===== src/rtl/core/tpr_pkg.sv =====
package tpr_pkg;

  // Field widths
  localparam int TURNS_W    = 13;
  localparam int COUNT_W    = 11;
  localparam int OUT_W      = 32;
  localparam int CFG_IDX_W  = 3;
  localparam int CFG_DATA_W = 24;
  localparam int STEP_W     = 5;

  // Wide intermediate width for products and sums
  localparam int PW = 51;

  // Encoder scale: micrometres per degree in Q6
  localparam logic [21:0] UM_PER_DEG_Q6 = 22'd45797;

  // Profile constants
  localparam logic [23:0] SHORT_MOVE_UM   = 24'd500000;
  localparam logic [21:0] CRUISE_UM_PER_MS = 22'd500;
  localparam logic [21:0] LONG_DECEL_RATE = 22'd1000;
  localparam logic [31:0] DECEL_CLAMP_MS  = 32'd1048576;

  // Register indexes
  localparam logic [CFG_IDX_W-1:0] REG_ACCEL_TIME  = 3'd0;
  localparam logic [CFG_IDX_W-1:0] REG_CRUISE_TIME = 3'd1;
  localparam logic [CFG_IDX_W-1:0] REG_ACCEL_DIST  = 3'd2;
  localparam logic [CFG_IDX_W-1:0] REG_CRUISE_DIST = 3'd3;
  localparam logic [CFG_IDX_W-1:0] REG_TOTAL_DIST  = 3'd4;
  localparam logic [CFG_IDX_W-1:0] REG_KP          = 3'd5;
  localparam logic [CFG_IDX_W-1:0] REG_THRESHOLD   = 3'd6;

  typedef enum logic [1:0] {
    PH_STOP   = 2'd0,
    PH_ACCEL  = 2'd1,
    PH_CRUISE = 2'd2,
    PH_DECEL  = 2'd3
  } phase_t;

  typedef enum logic [4:0] {
    OP_ACCEPT,
    OP_CHECK,
    OP_DEG,
    OP_MUL_POS_L,
    OP_POS_L,
    OP_POS_R,
    OP_DEC_SQ,
    OP_DEC_LIN,
    OP_DEC_SUM,
    OP_DEC_SP,
    OP_ACC_SQ,
    OP_ACC_SP,
    OP_CRU_MUL,
    OP_CRU_SP,
    OP_DRV_L,
    OP_DRV_R,
    OP_OUT
  } op_t;

  typedef enum logic [2:0] {
    J_NEXT,
    J_GOTO,
    J_WAIT_IN,
    J_IF_IDLE,
    J_PHASE,
    J_WAIT_OUT
  } jump_t;

  typedef logic [STEP_W-1:0] step_t;

  // Program addresses
  localparam step_t S_IDLE    = 5'd0;
  localparam step_t S_CHECK   = 5'd1;
  localparam step_t S_DEG     = 5'd2;
  localparam step_t S_MUL_L   = 5'd3;
  localparam step_t S_POS_L   = 5'd4;
  localparam step_t S_POS_R   = 5'd5;
  localparam step_t S_DEC_SQ  = 5'd6;
  localparam step_t S_DEC_LIN = 5'd7;
  localparam step_t S_DEC_SUM = 5'd8;
  localparam step_t S_DEC_SP  = 5'd9;
  localparam step_t S_ACC_SQ  = 5'd10;
  localparam step_t S_ACC_SP  = 5'd11;
  localparam step_t S_CRU_MUL = 5'd12;
  localparam step_t S_CRU_SP  = 5'd13;
  localparam step_t S_DRV_L   = 5'd14;
  localparam step_t S_DRV_R   = 5'd15;
  localparam step_t S_OUT     = 5'd16;

  typedef struct packed {
    op_t   op;
    jump_t jmp;
    step_t target;
  } ucode_t;

  typedef struct packed {
    logic   in_fire;
    logic   active;
    phase_t phase;
    logic   out_busy;
  } seq_cond_t;

  function automatic ucode_t ucode_rom(input step_t step);
    ucode_t w;
    case (step)
      S_IDLE:    w = '{OP_ACCEPT,    J_WAIT_IN,  S_CHECK};
      S_CHECK:   w = '{OP_CHECK,     J_IF_IDLE,  S_OUT};
      S_DEG:     w = '{OP_DEG,       J_NEXT,     S_IDLE};
      S_MUL_L:   w = '{OP_MUL_POS_L, J_NEXT,     S_IDLE};
      S_POS_L:   w = '{OP_POS_L,     J_NEXT,     S_IDLE};
      S_POS_R:   w = '{OP_POS_R,     J_PHASE,    S_IDLE};
      S_DEC_SQ:  w = '{OP_DEC_SQ,    J_NEXT,     S_IDLE};
      S_DEC_LIN: w = '{OP_DEC_LIN,   J_NEXT,     S_IDLE};
      S_DEC_SUM: w = '{OP_DEC_SUM,   J_NEXT,     S_IDLE};
      S_DEC_SP:  w = '{OP_DEC_SP,    J_GOTO,     S_DRV_L};
      S_ACC_SQ:  w = '{OP_ACC_SQ,    J_NEXT,     S_IDLE};
      S_ACC_SP:  w = '{OP_ACC_SP,    J_GOTO,     S_DRV_L};
      S_CRU_MUL: w = '{OP_CRU_MUL,   J_NEXT,     S_IDLE};
      S_CRU_SP:  w = '{OP_CRU_SP,    J_GOTO,     S_DRV_L};
      S_DRV_L:   w = '{OP_DRV_L,     J_NEXT,     S_IDLE};
      S_DRV_R:   w = '{OP_DRV_R,     J_NEXT,     S_IDLE};
      S_OUT:     w = '{OP_OUT,       J_WAIT_OUT, S_IDLE};
      default:   w = '{OP_ACCEPT,    J_GOTO,     S_IDLE};
    endcase
    return w;
  endfunction

  // Clamp a wide signed value to signed 32 bits
  function automatic logic signed [OUT_W-1:0] sat32(input logic signed [PW-1:0] v);
    logic signed [OUT_W-1:0] r;
    if (v[PW-1:OUT_W-1] == {(PW-OUT_W+1){v[PW-1]}}) begin
      r = v[OUT_W-1:0];
    end else if (v[PW-1]) begin
      r = {1'b1, {(OUT_W-1){1'b0}}};
    end else begin
      r = {1'b0, {(OUT_W-1){1'b1}}};
    end
    return r;
  endfunction

endpackage


===== src/rtl/core/tpr_tick_if.sv =====
interface tpr_tick_if import tpr_pkg::*; ();
  logic                       valid;
  logic                       ready;
  logic signed [TURNS_W-1:0]  turns_left;
  logic        [COUNT_W-1:0]  count_left;
  logic signed [TURNS_W-1:0]  turns_right;
  logic        [COUNT_W-1:0]  count_right;

  modport source (
    output valid, turns_left, count_left, turns_right, count_right,
    input  ready
  );

  modport sink (
    input  valid, turns_left, count_left, turns_right, count_right,
    output ready
  );
endinterface


===== src/rtl/core/tpr_result_if.sv =====
interface tpr_result_if import tpr_pkg::*; ();
  logic                     valid;
  logic                     ready;
  logic signed [OUT_W-1:0]  setpoint_um;
  logic signed [OUT_W-1:0]  drive_left;
  logic signed [OUT_W-1:0]  drive_right;
  logic        [1:0]        phase;

  modport source (
    output valid, setpoint_um, drive_left, drive_right, phase,
    input  ready
  );

  modport sink (
    input  valid, setpoint_um, drive_left, drive_right, phase,
    output ready
  );
endinterface


===== src/rtl/core/tpr_seq.sv =====
module tpr_seq import tpr_pkg::*; (
  input  logic      clk,
  input  logic      rst,
  input  seq_cond_t cond,
  output ucode_t    uc
);

  step_t step;
  step_t step_next;

  assign uc = ucode_rom(step);

  always_comb begin
    step_next = step + 5'd1;
    case (uc.jmp)
      J_NEXT:     step_next = step + 5'd1;
      J_GOTO:     step_next = uc.target;
      J_WAIT_IN:  step_next = cond.in_fire ? uc.target : step;
      J_IF_IDLE:  step_next = cond.active ? step + 5'd1 : uc.target;
      J_PHASE: begin
        case (cond.phase)
          PH_ACCEL:  step_next = S_ACC_SQ;
          PH_CRUISE: step_next = S_CRU_MUL;
          default:   step_next = step + 5'd1;
        endcase
      end
      J_WAIT_OUT: step_next = cond.out_busy ? step : uc.target;
      default:    step_next = S_IDLE;
    endcase
  end

  always_ff @(posedge clk) begin
    if (rst) begin
      step <= S_IDLE;
    end else begin
      step <= step_next;
    end
  end

  // The output wait step holds while a result is still pending
  a_wait_holds: assert property (@(posedge clk) disable iff (rst)
    (uc.jmp == J_WAIT_OUT && cond.out_busy) |=> step == $past(step))
    else $error("sequencer left output wait while result still pending");

endmodule


===== src/rtl/core/trapezoid_profile_p_regulator.sv =====
// Channel   Dir  Payload                                         Transfer
// tick      in   turns_left, count_left, turns_right, count_right  valid & ready
// result    out  setpoint_um, drive_left, drive_right, phase       valid & ready
// cfg       in   cfg_index, cfg_data                               cfg_we
//
// A tick runs from the transfer through check, degree, position, setpoint and drive
// steps to the result register in accelerate, cruise or decelerate, and straight
// to the output step when stopped. The steps share one multiplier, used at most
// once per step. The result sits in an output register; the next tick is
// taken once the program returns to its idle step, and the output step
// waits while a result is not taken.
// Reset (rst, synchronous) loads the register defaults, clears elapsed time
// and both latched positions, and drops any pending result.
module trapezoid_profile_p_regulator import tpr_pkg::*; (
  input  logic                   clk,
  input  logic                   rst,
  tpr_tick_if.sink               tick,
  tpr_result_if.source           result,
  input  logic                   cfg_we,
  input  logic [CFG_IDX_W-1:0]   cfg_index,
  input  logic [CFG_DATA_W-1:0]  cfg_data
);

  // Configuration registers
  logic [15:0] accel_time_ms;
  logic [15:0] cruise_time_ms;
  logic [23:0] accel_dist_um;
  logic [23:0] cruise_dist_um;
  logic [23:0] total_dist_um;
  logic [15:0] kp_q8;
  logic [23:0] threshold_um;

  // Persistent state
  logic [31:0]              elapsed_ms;
  logic signed [OUT_W-1:0]  last_pos_left;
  logic signed [OUT_W-1:0]  last_pos_right;

  // Per-tick working registers
  logic signed [TURNS_W-1:0] turns_l;
  logic signed [TURNS_W-1:0] turns_r;
  logic        [COUNT_W-1:0] cnt_l;
  logic        [COUNT_W-1:0] cnt_r;
  logic signed [22:0]        deg_l;
  logic signed [22:0]        deg_r;
  logic        [20:0]        d_ms;
  logic                      act;
  phase_t                    ph;
  logic signed [PW-1:0]      p;
  logic signed [43:0]        acc;
  logic signed [OUT_W-1:0]   sp;
  logic signed [OUT_W-1:0]   drv_l;

  ucode_t    uc;
  seq_cond_t cond;

  logic in_fire;
  logic out_busy;
  logic active_now;
  logic short_move;

  logic signed [33:0] rem_l;
  logic signed [33:0] rem_r;
  logic signed [33:0] thr_s;
  logic        [16:0] ac_ms;
  logic        [31:0] d_full;
  phase_t             ph_now;

  logic signed [22:0] deg_l_now;
  logic signed [22:0] deg_r_now;

  logic signed [33:0] mul_a;
  logic signed [21:0] mul_b;
  logic signed [55:0] prod;
  logic signed [32:0] err_l;
  logic signed [32:0] err_r;
  logic        [15:0] t_cru;
  logic        [43:0] dec_base;

  tpr_seq u_seq (
    .clk  (clk),
    .rst  (rst),
    .cond (cond),
    .uc   (uc)
  );

  assign tick.ready = (uc.op == OP_ACCEPT);
  assign in_fire    = tick.valid && tick.ready;
  assign out_busy   = result.valid && !result.ready;

  assign cond.in_fire  = in_fire;
  assign cond.active   = active_now;
  assign cond.phase    = ph;
  assign cond.out_busy = out_busy;

  // Remaining distance against the positions latched at the last regulation
  assign thr_s      = $signed({10'b0, threshold_um});
  assign rem_l      = $signed({10'b0, total_dist_um}) - 34'(last_pos_left);
  assign rem_r      = $signed({10'b0, total_dist_um}) - 34'(last_pos_right);
  assign active_now = (rem_l > thr_s) || (rem_r > thr_s);
  assign short_move = (total_dist_um <= SHORT_MOVE_UM);

  // Phase from elapsed time; boundary time falls into decelerate
  assign ac_ms  = {1'b0, accel_time_ms} + {1'b0, cruise_time_ms};
  assign d_full = elapsed_ms - {15'b0, ac_ms};

  always_comb begin
    if (elapsed_ms < {16'b0, accel_time_ms}) begin
      ph_now = PH_ACCEL;
    end else if (elapsed_ms < {15'b0, ac_ms}) begin
      ph_now = PH_CRUISE;
    end else begin
      ph_now = PH_DECEL;
    end
  end

  // Degrees: turns * 360 plus quarter of count + 1
  assign deg_l_now = 23'(turns_l) * $signed(23'd360)
                   + $signed({11'b0, 12'({1'b0, cnt_l} + 12'd1) >> 2});
  assign deg_r_now = 23'(turns_r) * $signed(23'd360)
                   + $signed({11'b0, 12'({1'b0, cnt_r} + 12'd1) >> 2});

  assign err_l    = 33'(sp) - 33'(last_pos_left);
  assign err_r    = 33'(sp) - 33'(last_pos_right);
  assign t_cru    = elapsed_ms[15:0] - accel_time_ms;
  assign dec_base = short_move ? {18'b0, accel_dist_um, 2'b0}
                               : {17'b0, 25'({1'b0, accel_dist_um} + {1'b0, cruise_dist_um}),
                                  2'b0};

  // Shared multiplier operand select
  always_comb begin
    mul_a = '0;
    mul_b = '0;
    case (uc.op)
      OP_MUL_POS_L: begin
        mul_a = 34'(deg_l);
        mul_b = $signed(UM_PER_DEG_Q6);
      end
      OP_POS_L: begin
        mul_a = 34'(deg_r);
        mul_b = $signed(UM_PER_DEG_Q6);
      end
      OP_DEC_SQ: begin
        mul_a = $signed({13'b0, d_ms});
        mul_b = $signed({1'b0, d_ms});
      end
      OP_DEC_LIN: begin
        mul_a = $signed({13'b0, d_ms});
        mul_b = short_move ? $signed({6'b0, accel_time_ms}) : $signed(LONG_DECEL_RATE);
      end
      OP_ACC_SQ: begin
        mul_a = $signed({18'b0, elapsed_ms[15:0]});
        mul_b = $signed({6'b0, elapsed_ms[15:0]});
      end
      OP_CRU_MUL: begin
        mul_a = $signed({18'b0, t_cru});
        mul_b = $signed(CRUISE_UM_PER_MS);
      end
      OP_DRV_L: begin
        mul_a = 34'(err_l);
        mul_b = $signed({6'b0, kp_q8});
      end
      OP_DRV_R: begin
        mul_a = 34'(err_r);
        mul_b = $signed({6'b0, kp_q8});
      end
      default: begin
        mul_a = '0;
        mul_b = '0;
      end
    endcase
  end

  assign prod = mul_a * mul_b;

  // Control and persistent state
  always_ff @(posedge clk) begin
    if (rst) begin
      accel_time_ms  <= 16'd1000;
      cruise_time_ms <= 16'd0;
      accel_dist_um  <= 24'd250000;
      cruise_dist_um <= 24'd0;
      total_dist_um  <= 24'd0;
      kp_q8          <= 16'd0;
      threshold_um   <= 24'd10000;
      elapsed_ms     <= '0;
      last_pos_left  <= '0;
      last_pos_right <= '0;
      result.valid   <= 1'b0;
    end else begin
      if (cfg_we) begin
        case (cfg_index)
          REG_ACCEL_TIME:  accel_time_ms  <= cfg_data[15:0];
          REG_CRUISE_TIME: cruise_time_ms <= cfg_data[15:0];
          REG_ACCEL_DIST:  accel_dist_um  <= cfg_data;
          REG_CRUISE_DIST: cruise_dist_um <= cfg_data;
          REG_TOTAL_DIST:  total_dist_um  <= cfg_data;
          REG_KP:          kp_q8          <= cfg_data[15:0];
          REG_THRESHOLD:   threshold_um   <= cfg_data;
          default: ;
        endcase
      end

      // Advance time on every tick, holding at the top
      if (in_fire && (elapsed_ms != '1)) begin
        elapsed_ms <= elapsed_ms + 32'd1;
      end

      // Latch positions only on a regulating tick
      if (uc.op == OP_POS_L) begin
        last_pos_left <= sat32(p >>> 6);
      end
      if (uc.op == OP_POS_R) begin
        last_pos_right <= sat32(p >>> 6);
      end

      if (uc.op == OP_OUT && !out_busy) begin
        result.valid <= 1'b1;
      end else if (result.ready) begin
        result.valid <= 1'b0;
      end
    end
  end

  // Datapath registers
  always_ff @(posedge clk) begin
    case (uc.op)
      OP_ACCEPT: begin
        if (in_fire) begin
          turns_l <= tick.turns_left;
          cnt_l   <= tick.count_left;
          turns_r <= tick.turns_right;
          cnt_r   <= tick.count_right;
        end
      end
      OP_CHECK: begin
        act  <= active_now;
        ph   <= ph_now;
        d_ms <= (d_full > DECEL_CLAMP_MS) ? DECEL_CLAMP_MS[20:0] : d_full[20:0];
      end
      OP_DEG: begin
        deg_l <= deg_l_now;
        deg_r <= deg_r_now;
      end
      OP_MUL_POS_L: p <= prod[PW-1:0];
      OP_POS_L:     p <= prod[PW-1:0];
      OP_DEC_SQ:    p <= prod[PW-1:0];
      OP_DEC_LIN: begin
        acc <= $signed(dec_base) - $signed(p[43:0]);
        p   <= prod[PW-1:0];
      end
      OP_DEC_SUM:   acc <= acc + $signed({p[42:0], 1'b0});
      OP_DEC_SP:    sp  <= sat32(PW'(acc >>> 2));
      OP_ACC_SQ:    p   <= prod[PW-1:0];
      OP_ACC_SP:    sp  <= sat32(p >>> 2);
      OP_CRU_MUL:   p   <= prod[PW-1:0];
      OP_CRU_SP:    sp  <= sat32(p + $signed({27'b0, accel_dist_um}));
      OP_DRV_L:     p   <= prod[PW-1:0];
      OP_DRV_R: begin
        drv_l <= sat32(p >>> 8);
        p     <= prod[PW-1:0];
      end
      OP_OUT: begin
        // Load the result register once the previous result is taken
        if (!out_busy) begin
          result.setpoint_um <= act ? sp : '0;
          result.drive_left  <= act ? drv_l : '0;
          result.drive_right <= act ? sat32(p >>> 8) : '0;
          result.phase       <= act ? ph : PH_STOP;
        end
      end
      default: ;
    endcase
  end

  a_time_advance: assert property (@(posedge clk) disable iff (rst)
    (in_fire && elapsed_ms != '1) |=> elapsed_ms == $past(elapsed_ms) + 32'd1)
    else $error("elapsed time did not advance on a tick");

  a_stop_zero: assert property (@(posedge clk) disable iff (rst)
    (result.valid && result.phase == PH_STOP)
      |-> (result.drive_left == '0 && result.drive_right == '0 && result.setpoint_um == '0))
    else $error("stopped result carries nonzero values");

  a_pos_latch: assert property (@(posedge clk) disable iff (rst)
    ($past(!rst) && !$stable(last_pos_left)) |-> $past(uc.op) == OP_POS_L)
    else $error("left position changed outside its latch step");

  a_accel_positive: assert property (@(posedge clk) disable iff (rst)
    (result.valid && result.phase == PH_ACCEL) |-> !result.setpoint_um[OUT_W-1])
    else $error("negative setpoint during acceleration");

endmodule


===== src/flat_wrapper.sv =====
// flat-port wrapper written by rule: the top's interface ports become plain ports
module trapezoid_profile_p_regulator_flat import tpr_pkg::*;
  (clk, rst, cfg_we, cfg_index, cfg_data, tick_valid, tick_turns_left, tick_count_left, tick_turns_right, tick_count_right, tick_ready, result_valid, result_setpoint_um, result_drive_left, result_drive_right, result_phase, result_ready);
  tpr_tick_if tick_i ();
  tpr_result_if result_i ();
  input  logic clk;
  input  logic rst;
  input  logic cfg_we;
  input  logic [CFG_IDX_W-1:0] cfg_index;
  input  logic [CFG_DATA_W-1:0] cfg_data;
  input wire logic [$bits(tick_i.valid)-1:0] tick_valid;
  input wire logic [$bits(tick_i.turns_left)-1:0] tick_turns_left;
  input wire logic [$bits(tick_i.count_left)-1:0] tick_count_left;
  input wire logic [$bits(tick_i.turns_right)-1:0] tick_turns_right;
  input wire logic [$bits(tick_i.count_right)-1:0] tick_count_right;
  output wire logic [$bits(tick_i.ready)-1:0] tick_ready;
  output wire logic [$bits(result_i.valid)-1:0] result_valid;
  output wire logic [$bits(result_i.setpoint_um)-1:0] result_setpoint_um;
  output wire logic [$bits(result_i.drive_left)-1:0] result_drive_left;
  output wire logic [$bits(result_i.drive_right)-1:0] result_drive_right;
  output wire logic [$bits(result_i.phase)-1:0] result_phase;
  input wire logic [$bits(result_i.ready)-1:0] result_ready;
  assign tick_i.valid = tick_valid;
  assign tick_i.turns_left = tick_turns_left;
  assign tick_i.count_left = tick_count_left;
  assign tick_i.turns_right = tick_turns_right;
  assign tick_i.count_right = tick_count_right;
  assign tick_ready = tick_i.ready;
  assign result_valid = result_i.valid;
  assign result_setpoint_um = result_i.setpoint_um;
  assign result_drive_left = result_i.drive_left;
  assign result_drive_right = result_i.drive_right;
  assign result_phase = result_i.phase;
  assign result_i.ready = result_ready;
  trapezoid_profile_p_regulator u_core (.clk(clk), .rst(rst), .tick(tick_i), .result(result_i), .cfg_we(cfg_we), .cfg_index(cfg_index), .cfg_data(cfg_data));
endmodule

===== config.mk =====
export PLATFORM = sky130hd
export DESIGN_NAME = trapezoid_profile_p_regulator_flat
export DESIGN_NICKNAME = d
export VERILOG_FILES = /design/src/rtl/core/tpr_pkg.sv /design/src/rtl/core/tpr_tick_if.sv /design/src/rtl/core/tpr_result_if.sv /design/src/rtl/core/tpr_seq.sv /design/src/rtl/core/trapezoid_profile_p_regulator.sv /design/src/flat_wrapper.sv
export SDC_FILE = /design/constraint.sdc
export NUM_CORES = 2
export LEC_CHECK = 0
export ABC_AREA = 0
export BUFFER_PORTS_ARGS = -buffer_cell sky130_fd_sc_hd__buf_2
export CAP_MARGIN = 10
export CORE_MARGIN = 4
export CORE_UTILIZATION = 40
export CTS_BUF_LIST = sky130_fd_sc_hd__clkbuf_8
export DETAILED_ROUTE_END_ITERATION = 8
export GPL_ROUTABILITY_DRIVEN = 0
export HOLD_SLACK_MARGIN = 0.12
export PLACE_DENSITY = 0.52
export SYNTH_ARGS = -nofsm -noshare
export SYNTH_HDL_FRONTEND = slang
export SYNTH_SLANG_ARGS = --single-unit

===== constraint.sdc =====
create_clock -name clk -period 15.7 [get_ports clk]
set_input_delay 0.785 -clock clk [delete_from_list [all_inputs] [get_ports clk]]
set_output_delay 0.785 -clock clk [all_outputs]
set_load 0.01 [all_outputs]

* Word level (Yosys, flattened, before mapping)
Memories as Yosys holds them, arrays and structs flattened. A register that Yosys moved wholly into a read port is not among the register bits. Cells that the tools add are included.
Storage, ports and cells: register bits 621, bits in read-only memories 416, input port bits 80, memories kept 1
Memories:
- (no name shown) | words 32, width 13, rd ports 1, clocked after memory_dff 1, write ports 0, line tpr_pkg.sv:104 | case (step)
Operators by class: $add $sub $neg 17, multiply operators 3, $lt $le $gt $ge 6, eq/ne operators 37, mux-type cells 24, bitwise operators 1, reductions and logical operators 27
Operators by type and width (count):
- 2-to-1 mux 32 bit | 8
- case mux 34 bit (7 select lines) | 1
- case mux 21 bit (6 select lines) | 1
- case mux 32 bit (3 select lines) | 1
- case mux 44 bit (2 select lines) | 1
- greater-than comparator 34 x 25 -> 1 bit | 2
- subtractor 25 x 32 -> 33 bit | 2
- subtractor 32 x 32 -> 33 bit | 2
- adder 51 x 25 -> 51 bit | 1
- multiplier 34 x 22 -> 51 bit | 1
- adder 23 x 11 -> 23 bit | 2
- adder 44 bit | 1
- subtractor 44 bit | 1
- == test 5 x 4 -> 1 bit (second input constant) | 8
- multiplier 13 x 7 -> 20 bit (second input constant) | 2
- adder 32 x 1 -> 32 bit (second input constant) | 1
- greater-than comparator 32 x 21 -> 1 bit (second input constant) | 1
- < comparator 32 x 16 -> 1 bit | 1
- < comparator 32 x 17 -> 1 bit | 1
- inequality test 32 bit (second input constant) | 1
- subtractor 32 x 17 -> 32 bit | 1
- case mux 5 bit (6 select lines) | 1
- 2-to-1 mux 27 bit | 1
- adder 24 x 24 -> 25 bit | 1
- 36 further kinds | 72

* Depth between registers and ports, before layout
depth after elaboration 7, depth in mapped cells 48

* Hierarchy
From an unflattened synthesis, not the netlist that was laid out.
Unflattened totals: cell total of the unflattened synthesis 7414, area total of the unflattened synthesis 66441.2 um^2
Modules (own cells, without submodules):
- trapezoid_profile_p_regulator | instances 1, cells each 7316, area an instance 65517.8 um^2
- tpr_seq | instances 1, cells each 98, area an instance 923.4 um^2

* Worst setup path after synthesis
OpenSTA, ideal clock, no wires.
kind reg-to-reg, start point register u_core.u_seq.uc[9] (netlist name), end point register u_core.p[49] (data pin), library setup time 258 ps, arrival 11181 ps, data required time 15442 ps, path slack 4261 ps, stages on the path, launching flop included 47, period minus slack after synthesis 11439 ps, path through dfxtp_1 clkbuf_1 nand3_1 nor2_1 clkbuf_1 mux2i_1 fa_1 a21o_1 a21oi_1 o21bai_1 a21oi_1 o21ai_0 a21o_1 a21o_1 a21o_1 a21oi_1 xnor2_1 a221o_1 (+11 left out) inv_1 fa_1 inv_1 ha_1 nand4_1 o21a_1 o2111ai_1 a221oi_1 o31ai_1 o31a_1 o41ai_1 nor3_1 o21a_1 o21a_1 a211oi_1 o21bai_1 a21oi_1 xnor2_1
On the way: cells in the longest elaborated chain, start to end 4, elaborated cells between the ends (all ways) 14, classes of those cells mul (1); eq/ne (8); mux (2); reduce/logical (3)
Ends and longest elaborated chain:
- == test 5 x 3 -> 1 bit (tied with other cells) | line trapezoid_profile_p_regulator.sv:133 | case (uc.op)
- OR reduction 2 bit (no source line)
- case mux 34 bit (7 select lines) or case mux 21 bit (6 select lines) (tied branches) | line trapezoid_profile_p_regulator.sv:133
- multiplier 34 x 22 -> 51 bit (*) | line trapezoid_profile_p_regulator.sv:173 | assign prod = mul_a * mul_b;
- via u_core.prod[49] | line trapezoid_profile_p_regulator.sv:73 | logic signed [55:0] prod;
- end signal: assignment | line trapezoid_profile_p_regulator.sv:244 | OP_MUL_POS_L: p <= prod[PW-1:0];
- end signal: assignment | line trapezoid_profile_p_regulator.sv:245 | OP_POS_L: p <= prod[PW-1:0];
- end signal: assignment | line trapezoid_profile_p_regulator.sv:246 | OP_DEC_SQ: p <= prod[PW-1:0];
- end: declaration | line trapezoid_profile_p_regulator.sv:48 | logic signed [PW-1:0] p;
The timed path passes the listed nets; every way through them passes the cells marked *. A chain may end at the register's enable or synchronous reset.

* Worst setup path after layout
start point register u_core.u_seq.uc[8] (netlist name), end point register u_core.p[50] (data pin)
On the way: cells in the longest elaborated chain, start to end 4, elaborated cells between the ends (all ways) 14, classes of those cells mul (1); eq/ne (8); mux (2); reduce/logical (3)
Ends and longest elaborated chain (line):
- == test 5 x 3 -> 1 bit (tied with other cells) | trapezoid_profile_p_regulator.sv:133
- OR reduction 2 bit (no source line)
- case mux 34 bit (7 select lines) or case mux 21 bit (6 select lines) (tied branches) | trapezoid_profile_p_regulator.sv:133
- multiplier 34 x 22 -> 51 bit (*) | trapezoid_profile_p_regulator.sv:173
- via u_core.prod[50] | trapezoid_profile_p_regulator.sv:73
Marks and branches as above.

==> flow_summary_export.csv <==
group,metric,value,unit
route,drt-vias-per-instance,5.432,
pwr,comb_power_share,56.4,%
global_routing,globalRouteMet2Util,41.52,%
pwr,switchingPower,4.449,mW
pwr,p_int,5.296,mW
route,wire_per_inst,22.62,um
worst_hold_path,worstHoldPathType,"primary input to flip-flop",
route,detail_route.iter0.violations,4433,
synth,synth-edff-count,374,
route,num_vias,53600,
sta,layout_min_cycle_time,13.10,ns
worst_setup_path,rrSetupSlack,2.60,ns
synth,synth-seq-area-share,24.99,%
worst_setup_path,cp.required,16.31,ns
floorplan,floorplan.rows,148,
outcome,outcome,"completed",
worst_setup_path,critical_path.reg2reg.startpoint,"u_core.u_seq.uc[8]",
worst_setup_path,timing_worst_setup_path_type,"flip-flop to flip-flop",
sta,unrepaired_setup_endpoints_after_global_routing,"false",
pwr,switching_portion_of_total_power,45.66,%
place,portBuffers,179,
synth,yosys_register_bits,631,
global_routing,globalRoute.busiestLayer,"met2",
floorplan,floorplan.core_area,162800,um2
cts,cts_tree,"done",
sta,tightestPinTransition,1.210,ns
cts,cts-buffers-inserted,115,
sta,max_transition_viols_final,0,
worst_setup_path,worstRegToRegCells,44,
sta,finalHoldViolCount,0,
cts,post_cts_buffers,0,
worst_setup_path,critical-path-max-stage-delay,0.82,ns
pwr,leakage,32.00,nW
sta,timing.hold.ws,0.2337,ns
global_routing,first_global_vias,53270,
cells_and_area,final_nets,8905,
route,antenna_violating_nets_post_route,0,
pwr,power.clock.fraction,18.0,%
worst_setup_path,crit_path_capture_type,"flip-flop",
floorplan,floorplan.die_area,170300,um2
floorplan,floorplan.die.height,412.7,um
cts,clockRootBuffer,"sky130_fd_sc_hd__clkbuf_8",
cts,clkTransAtPathRegs,0.06,ns
worst_hold_path,hold_start,"cfg_data[18]",
route,detail_route.wirelength,223200,um
cts,clk_path_buf_depth,3,
route,route.detailed.drc,0,
sta,crit_share_post_route,83.44,%
pwr,vdd_ir_drop_max,0.1871,mV
route,drtPass1Iterations,9,
synth,synthesized_area_fraction_occupied_by_ao_oa_aoi_and_oai_cells,13.47,%
cells_and_area,drive_above_1_share,6.948,%
floorplan,initial_utilization,40.25,%
sta,setup-tns-final,0,ns
synth,yosys.area_share.adder,31.76,%
global_routing,grt_overflow_total,0,
synth,synth_simple_gate_area_share,15.88,%
pwr,sequential_share_of_power,25.7,%
global_routing,groute.layer.met3.usage,5.200,%
sta,max-slew-margin-rel,19.28,%
synth,synthDistinctLibCells,94,
worst_hold_path,whs_endpoint,"u_core.threshold_um[18]",
cts,cts_sinks,631,
worst_setup_path,worst_r2r_endpoint,"u_core.p[50]",
worst_setup_path,worstSetupStartpointType,"flip-flop",
cts,worst_skew_pair.late_latency,0.88,ns
cells_and_area,flow.area_growth_from_synthesis,10.23,%
worst_setup_path,cp_slowest_cell,"sky130_fd_sc_hd__a221o_1",
synth,muxShareOfSynthArea,0.7447,%
worst_setup_path,critical_path_peak_fanout,19,
cts,cts-resized-gates,0,
synth,synthesis.area,65520,um2
global_routing,use_met1,35.09,%
worst_hold_path,min_delay_path_depth,3,
floorplan,ios,180,
global_routing,grt_max_degree,99,
pwr,power-per-cell-area,134.9,nW/um2
sta,setup-violations-final,0,
sta,clock.fmax,0.07634,GHz
synth,proportion_of_register_bits_with_asynchronous_set_or_reset_after_synthesis,0,%
pwr,power,9.745,mW
global_routing,global_route.usage.total,26.12,%
synth,synth.avg_cell_area,8.879,um2
sta,fin_worst_skew,0.07451,ns
synth,synthesis_warning_total,0,
place,dp_hpwl,175700,um
synth,postSynth.topFlopCell,"sky130_fd_sc_hd__edfxtp_1",
floorplan,die_width,412.7,um
cts,htree_levels,3,
job,max_cap_viol_count,0,
synth,combinational_family_with_the_most_area_after_synthesis,"adder cells",
synth,synthesis.instances,7379,
global_routing,grt_antenna_before_repair,14,
worst_setup_path,cp.arrival,13.71,ns
global_routing,first_pass_grt_wire_length,335700,um
synth,yosys.area_share.xor_xnor,5.454,%
## worst max-delay path: cells and delay by family, from the launching register on
kind            cells  cell delay, ns
compound gates     19            5.19
xor+xnor            2            0.44
fa+ha+maj          10            4.55
buf+inv             8            0.41
flops               1            0.67
mux                 1            0.29
simple gates        4            1.22
## cells in the final DEF, fill, tap and decap left out, types with 18 or more instances in the layout
| cell type | Yosys | layout |
|---|---|---|
| sky130_fd_sc_hd__buf_2 | 2 | 178 |
| sky130_fd_sc_hd__nor4_1 | 23 | 21 |
| sky130_fd_sc_hd__dlygate4sd3_1 | 0 | 49 |
| sky130_fd_sc_hd__xor2_1 | 129 | 129 |
| sky130_fd_sc_hd__nand2b_1 | 51 | 51 |
| sky130_fd_sc_hd__nand3_1 | 121 | 120 |
| sky130_fd_sc_hd__o21bai_1 | 58 | 58 |
| sky130_fd_sc_hd__nor3_1 | 104 | 96 |
| sky130_fd_sc_hd__and3_1 | 58 | 58 |
| sky130_fd_sc_hd__conb_1 | 2 | 55 |
| sky130_fd_sc_hd__nand2_1 | 1050 | 1047 |
| sky130_fd_sc_hd__o21ai_0 | 214 | 211 |
| sky130_fd_sc_hd__inv_1 | 1044 | 1076 |
| sky130_fd_sc_hd__and2_1 | 176 | 176 |
| sky130_fd_sc_hd__a22oi_1 | 36 | 36 |
| sky130_fd_sc_hd__edfxtp_1 | 374 | 374 |
| sky130_fd_sc_hd__o21a_1 | 76 | 76 |
| sky130_fd_sc_hd__nand4_1 | 42 | 42 |
| sky130_fd_sc_hd__nor2b_1 | 55 | 55 |
| sky130_fd_sc_hd__nor2_1 | 549 | 540 |
| sky130_fd_sc_hd__dfxtp_1 | 257 | 257 |
| sky130_fd_sc_hd__xnor2_1 | 279 | 279 |
| sky130_fd_sc_hd__a21boi_0 | 24 | 24 |
| sky130_fd_sc_hd__a21o_1 | 126 | 125 |
| sky130_fd_sc_hd__fa_1 | 709 | 709 |
| sky130_fd_sc_hd__or3_1 | 29 | 29 |
| sky130_fd_sc_hd__o31ai_1 | 21 | 18 |
| sky130_fd_sc_hd__o221ai_1 | 25 | 25 |
| sky130_fd_sc_hd__mux2i_1 | 42 | 42 |
| sky130_fd_sc_hd__ha_1 | 529 | 529 |
| sky130_fd_sc_hd__a21oi_1 | 507 | 502 |
| sky130_fd_sc_hd__clkbuf_8 | 0 | 126 |
| sky130_fd_sc_hd__buf_4 | 1 | 102 |
| sky130_fd_sc_hd__a211oi_1 | 87 | 86 |
| sky130_fd_sc_hd__a31oi_1 | 35 | 35 |
| sky130_fd_sc_hd__o211ai_1 | 25 | 25 |
## synth_stat cells, types with 121 or more instances
cell                       count  area [um2]
sky130_fd_sc_hd__nand2_1    1050        3941
sky130_fd_sc_hd__xnor2_1     279        2444
sky130_fd_sc_hd__dfxtp_1     257        5145
sky130_fd_sc_hd__ha_1        529        6619
sky130_fd_sc_hd__nor2_1      549        2061
sky130_fd_sc_hd__and2_1      176        1101
sky130_fd_sc_hd__fa_1        709       14190
sky130_fd_sc_hd__edfxtp_1    374       11230
sky130_fd_sc_hd__inv_1      1044        3919
sky130_fd_sc_hd__xor2_1      129        1130
sky130_fd_sc_hd__a21oi_1     507        2537
sky130_fd_sc_hd__clkbuf_1    273        1025
sky130_fd_sc_hd__o21ai_0     214        1071
sky130_fd_sc_hd__nand3_1     121       605.6
sky130_fd_sc_hd__a21o_1      126       945.9
## power groups by stage
| stage | Combinational (mW) | Clock, mW | Sequential [mW] |
|---|---|---|---|
| floorplan | 4.04 | 0 | 2.36 |
| global placement | 5.39 | 0 | 2.53 |
| detailed placement | 5.45 | 0 | 2.53 |
| CTS | 5.49 | 1.79 | 2.50 |
| global route | 6.20 | 1.87 | 2.52 |
| finish | 5.49 | 1.75 | 2.50 |
## sequential cells by signal, indices dropped and copies added (netlist names), 13 cells and up
signal	count
u_core.p	51
u_core.d_ms	21
u_core.elapsed_ms	32
u_core.cruise_dist_um	24
u_core.deg_l	23
u_core.accel_time_ms	16
u_core.cruise_time_ms	16
u_core.total_dist_um	24
u_core.accel_dist_um	24
u_core.result.setpoint_um	32
u_core.last_pos_right	32
u_core.turns_r	13
u_core.deg_r	23
u_core.result.drive_right	32
u_core.threshold_um	24
u_core.sp	32
u_core.kp_q8	16
u_core.drv_l	32
u_core.result.drive_left	32
u_core.turns_l	13
u_core.last_pos_left	32
u_core.acc	43
## logic make-up (layout without fill, tap and decap cells)
kind of cell / after synthesis / in the layout
multiplexers: 48 / 48
buffers and inverters: 1337 / 1591
AO/OA/AOI/OAI: 1384 / 1384
AND/OR/NAND/NOR: 2331 / 2331
XOR/XNOR: 408 / 408
adder cells (fa/ha/maj): 1238 / 1238
other: 2 / 61
flip-flops: 631 / 631
## layer usage
layer  share of wire, %  vias to the layer above
met5              0.012                        -
met4                4.6                        4
met3                7.9                      428
met2                 45                     1931
met1                 43                    26460
li1                   -                    24780
## worst max path at each step
stage                             from            to  slack [ns]  depth (start not counted)
global placement    u_core.u_seq.uc[9]  u_core.p[50]        2.92                         44
CTS                 u_core.u_seq.uc[8]  u_core.p[50]        2.67                         44
global route        u_core.u_seq.uc[9]  u_core.p[50]        1.83                         43
finish              u_core.u_seq.uc[8]  u_core.p[50]        2.60                         44
floorplan           u_core.u_seq.uc[9]  u_core.p[49]        4.26                         46
detailed placement  u_core.u_seq.uc[9]  u_core.p[50]        2.73                         44
## stage by stage
stage	cells	util (%)	instance area [um2]	setup slack, ns
2_1_floorplan	7432	-	65720	4.261
3_3_place_gp	9596	42.51	69200	2.922
3_5_place_dp	9596	42.51	69200	2.726
4_1_cts	9861	44.36	72210	2.673
5_1_grt	9863	44.36	72210	1.830
6_report	9867	44.37	72220	2.600
## layout make-up
type	instances	area, um2
fillers	15980	90550
multi-input cells	5464	44510
flip-flops and latches	631	16380
inverters	1045	3923
well taps	2175	2721
repair buffers	330	2158
clock buffers	126	1734
clock inverters	90	784.5
diodes	6	15.01
## repair_timing
item                       CTS  global route
setup endpoints to repair    0             0
hold buffers                49             0
hold endpoints to repair    51             0
(Power assumes the default switching activity.)
